`src/sv/jbf_pkg.sv`:
```
// ---------------------------------------------------------------------------
// jbf_pkg
// shared constants, codes and types of the joint bilateral filter core
// ---------------------------------------------------------------------------
`default_nettype none

package jbf_pkg;

  localparam int DEF_MAX_LINE_WIDTH     = 1024;
  localparam int DEF_MAX_RADIUS         = 3;
  localparam int DEF_COLOUR_TABLE_DEPTH = 1024;
  localparam int DEF_MAX_CHANNELS       = 3;
  localparam int MAX_HEIGHT             = 4096;

  localparam int OX_W = 10;
  localparam int OY_W = 12;
  localparam int Q_W  = 16;

  localparam logic [2:0] REG_FRAME_WIDTH    = 3'd0;
  localparam logic [2:0] REG_FRAME_HEIGHT   = 3'd1;
  localparam logic [2:0] REG_RADIUS         = 3'd2;
  localparam logic [2:0] REG_GUIDE_CHANNELS = 3'd3;
  localparam logic [2:0] REG_SIGNAL_LAYERS  = 3'd4;

  localparam logic [10:0] RST_FRAME_WIDTH    = 11'd1024;
  localparam logic [12:0] RST_FRAME_HEIGHT   = 13'd480;
  localparam logic [1:0]  RST_RADIUS         = 2'd3;
  localparam logic [1:0]  RST_GUIDE_CHANNELS = 2'd3;
  localparam logic [1:0]  RST_SIGNAL_LAYERS  = 2'd1;

  localparam logic [1:0] FUNC_PIXEL  = 2'd0;
  localparam logic [1:0] FUNC_COLOUR = 2'd1;
  localparam logic [1:0] FUNC_DIST   = 2'd2;

  typedef struct packed {
    logic busy;
    logic done;
  } jbf_div_stat_t;

endpackage

`default_nettype wire

```
`src/sv/jbf_div.sv`:
```
// ---------------------------------------------------------------------------
// jbf_div
// restoring divider, one quotient bit per cycle, quotient known to fit Q_W
// ---------------------------------------------------------------------------
`default_nettype none

module jbf_div
  import jbf_pkg::*;
#(
  parameter int NUM_W = 39,
  parameter int DEN_W = 23
) (
  input  wire logic             clk,
  input  wire logic             rst,
  input  wire logic             start,
  input  wire logic [NUM_W-1:0] dividend,
  input  wire logic [DEN_W-1:0] divisor,
  output jbf_div_stat_t         stat,
  output logic [Q_W-1:0]        quotient
);

  localparam int CNT_W = $clog2(Q_W + 1);

  logic [DEN_W-1:0] rem;
  logic [DEN_W-1:0] den;
  logic [Q_W-1:0]   q;
  logic [CNT_W-1:0] cnt;
  logic             busy;
  logic             done;
  logic [DEN_W:0]   trial;

  assign trial = {rem, q[Q_W-1]};

  always_ff @(posedge clk) begin
    if (rst) begin
      busy <= 1'b0;
      done <= 1'b0;
      cnt  <= '0;
    end else begin
      done <= 1'b0;
      if (start && !busy) begin
        busy <= 1'b1;
        cnt  <= CNT_W'(Q_W);
      end else if (busy) begin
        cnt <= cnt - 1'b1;
        if (cnt == CNT_W'(1)) begin
          busy <= 1'b0;
          done <= 1'b1;
        end
      end
    end
  end

  always_ff @(posedge clk) begin
    if (start && !busy) begin
      rem <= dividend[NUM_W-1:Q_W];
      q   <= dividend[Q_W-1:0];
      den <= divisor;
    end else if (busy) begin
      if (trial >= {1'b0, den}) begin
        rem <= DEN_W'(trial - {1'b0, den});
        q   <= {q[Q_W-2:0], 1'b1};
      end else begin
        rem <= trial[DEN_W-1:0];
        q   <= {q[Q_W-2:0], 1'b0};
      end
    end
  end

  assign stat     = '{busy: busy, done: done};
  assign quotient = q;

endmodule

`default_nettype wire

```
`config.mk`:
```
export PLATFORM = sky130hd
export DESIGN_NAME = jbf_div
export DESIGN_NICKNAME = d
export VERILOG_FILES = /design/src/sv/jbf_pkg.sv /design/src/sv/jbf_div.sv
export SDC_FILE = /design/constraint.sdc
export NUM_CORES = 1
export LEC_CHECK = 0
export BUFFER_PORTS_ARGS = -buffer_cell sky130_fd_sc_hd__buf_2
export CAP_MARGIN = 20
export CORE_ASPECT_RATIO = 1.4
export CORE_MARGIN = 3
export CORE_UTILIZATION = 56
export DETAILED_ROUTE_END_ITERATION = 6
export HOLD_SLACK_MARGIN = 0.12
export PLACE_DENSITY = 0.82
export RECOVER_POWER = 25
export SLEW_MARGIN = 20
export SYNTH_ARGS = -nofsm -noshare
export SYNTH_HDL_FRONTEND = slang
export SYNTH_SLANG_ARGS = --single-unit
```
`constraint.sdc`:
```
create_clock -name clk -period 3.6 [get_ports clk]
set_clock_uncertainty 0.1 [all_clocks]
set_input_delay 0.54 -clock clk [delete_from_list [all_inputs] [get_ports clk]]
set_output_delay 0.54 -clock clk [all_outputs]
set_load 0.01 [all_outputs]
```
==> reports/results.ini <==
[cells_and_area]
layout-drive-gt1-share_pct=21.7
diodes=0
final_area_um2=4930
final_cells=626
syn_to_final_growth_pct=16.7
fin_util_pct=68.8
final_net_count=617

[yosys]
yosys.cell_types.count=50
synth_ff_type=edfxtp_1
syn_inst=447
synth_fp_nets=538
synth.top_cell.area_share_pct=44.1
ys_top_cells_by_area=edfxtp_1 (44%), ha_1 (7.4%), nand2_1 (6.8%)
syn_area_per_cell_um2=9.45
netlist_area_um2=4220
yosys.area.top_type=edfxtp_1
ys_seq_area_share_pct=47.4
yosys_register_bits=69
synth_async_sr_flop_share_pct=0
yosys_warnings=0
synth_edf_count=62

[timing]
maxSlewViolCount=0
finalCritPeriodShare_pct=84.5
period_minus_slack_ns=3.04
fmaxAchievable_mhz=329
tns_ns=0
setup_viol=0
holdWs_ns=0.252
hold_viol_final=0
worst_slew_pin_slew_ns=1.03
rsz0062_at_grt=no
maxSlewHeadroom_pct=31.0

[clock_network]
cts_buffers=9
holdBufCountCts=0
root_buffer=clkbuf_8
clk_path_buf_depth=2
insertion_delay_ns=0.36
h-tree-depth=3
post_cts_buffers=0
cts.sinks=69
clkTransAtPathRegs_ns=0.08
cts-resized-gates=0
cts_tree=built

[worst_setup_path]
critPathKind=reg2reg
cp-end-kind=flop
crit_fanout=21
crit_required_ns=3.61
start_kind=flop
cp.arrival_ns=3.05

[placed_design]
dp_hpwl_um=6610
dpl.cell_count=610
gp_congestion=0.870
dpl_cell_area_um2=4690
io_buffers=82

[route]
drt_iter0_drc=172
viasPerCell=5.52
post_drt_wl_per_cell_um=14.8
first_pass_iters=4
ant_nets=0
drcViolationCount=0
vias=3456
routed_wl_um=9260

[min_path]
hold_path_class=in2reg

[floorplanning]
core_um2=7160
design.die.area_um2=8630
start_util_pct=59.0
fp.dieW_um=79.4
die_height_um=109
num_rows=36
ios=83

[power_and_ir_drop]
ir_drop_mv=0.351
p_leak_nw=2.17
powerDensity_nw_per_um2=819

[grt]
grt_pass1_vias=3455
grt_pass1_wl_um=15400
antenna_found_initial=0
grt_max_degree=40
grt_use_total_pct=23.0
grt-ovfl-total=0

[job]
drv_cap=0

[status]
outcome=finished clean

==> layout make-up <==
cell class	count	area [µm²]
Clock buffer	16	244
Fill cell	567	2230
Inverter	30	113
Multi-Input combinational cell	327	1990
Sequential cell	69	2000
Tap cell	95	119
Timing Repair Buffer	89	459
==> power breakdown <==
| part | switching [mW] | internal (mW) |
|---|---|---|
| Clock | 0.300 | 0.434 |
| Combinational | 1.19 | 0.850 |
| Sequential | 0.112 | 1.15 |
==> cells in the final DEF, fill, tap and decap left out, drive strengths merged, types with 3 or more instances in the layout <==
cell	count
a21o	5
nand2	78
a21oi	34
mux2i	4
nand4	4
a211oi	9
inv	30
xor2	9
nor3	18
o21a	12
and3	3
nand3	7
o31ai	4
a31oi	4
o31a	3
edfxtp	62
nand2b	7
nor2b	4
buf	86
o21ai	30
ha	25
xnor2	7
clkbuf	19
dfxtp	7
nor2	44
==> metrics by stage <==
stage                     setup WS [ns]  power (mW)
after CTS                         0.591        4.04
after global placement            0.713        3.21
after detailed placement          0.605        3.28
after floorplan                   0.908        2.90
after global routing              0.362        4.34
final                             0.559        4.04
==> worst max-delay path, cell delays in order, from the launching register on <==
cell and delay, ns:
edfxtp_1 0.36, inv_1 0.05, ha_1 0.24, fa_1 0.41
nand2b_1 0.18, a21oi_1 0.19, o2111ai_1 0.15, nand4_1 0.15
nand2_2 0.25, buf_4 0.29, nor3_1 0.17, mux2_2 0.21
a211oi_2 0.04
==> sequential cells by signal, summed over array words and instances, names as in the netlist <==
register	count
rem	23
quotient	16
den	23
busy	1
cnt	5
done	1
==> final timing paths <==
path                     start      end  slack [ns]  cells past startpoint
setup / recovery  quotient[15]  rem[20]        0.56                     12
hold / removal      divisor[0]   den[0]        0.25                      1
setup reg to reg  quotient[15]  rem[20]        0.56                     12
hold reg to reg         cnt[4]   cnt[4]        0.39                      1
==> cell families after synthesis <==
| family | synth area share [%] |
|---|---|
| XOR/XNOR | 3.32 |
| AO/OA/AOI/OAI | 17.2 |
| buffers and inverters | 5.42 |
| flip-flops | 47.4 |
| adder cells (fa/ha/maj) | 7.88 |
| multiplexers | 1.48 |
| AND/OR/NAND/NOR | 17.3 |
==> layer usage <==
| layer | global-route usage (%) | vias to the layer above | part of all wire [%] |
|---|---|---|---|
| li1 | - | 1744 | - |
| met1 | 26.3 | 1595 | 41 |
| met2 | 39.4 | 94 | 50 |
| met3 | 6.12 | 23 | 6.0 |
| met4 | 11.3 | 0 | 3.0 |
| met5 | 0 | - | 0 |
==> Yosys cell counts (3+ instances only) <==
| master | count |
|---|---|
| a211oi_1 | 7 |
| a21o_1 | 5 |
| a21oi_1 | 32 |
| a31oi_1 | 3 |
| and3_1 | 3 |
| buf_2 | 6 |
| buf_6 | 3 |
| clkbuf_1 | 9 |
| dfxtp_1 | 7 |
| edfxtp_1 | 62 |
| ha_1 | 25 |
| inv_1 | 29 |
| mux2i_1 | 4 |
| nand2_1 | 76 |
| nand2b_1 | 7 |
| nand3_1 | 7 |
| nand4_1 | 4 |
| nor2_1 | 44 |
| nor2b_1 | 3 |
| nor3_1 | 18 |
| o21a_1 | 12 |
| o21ai_0 | 20 |
| o21ai_1 | 10 |
| o31a_1 | 3 |
| o31ai_1 | 3 |
| xnor2_1 | 7 |
| xor2_1 | 9 |
No activity file was read; power rests on OpenSTA's default activity.
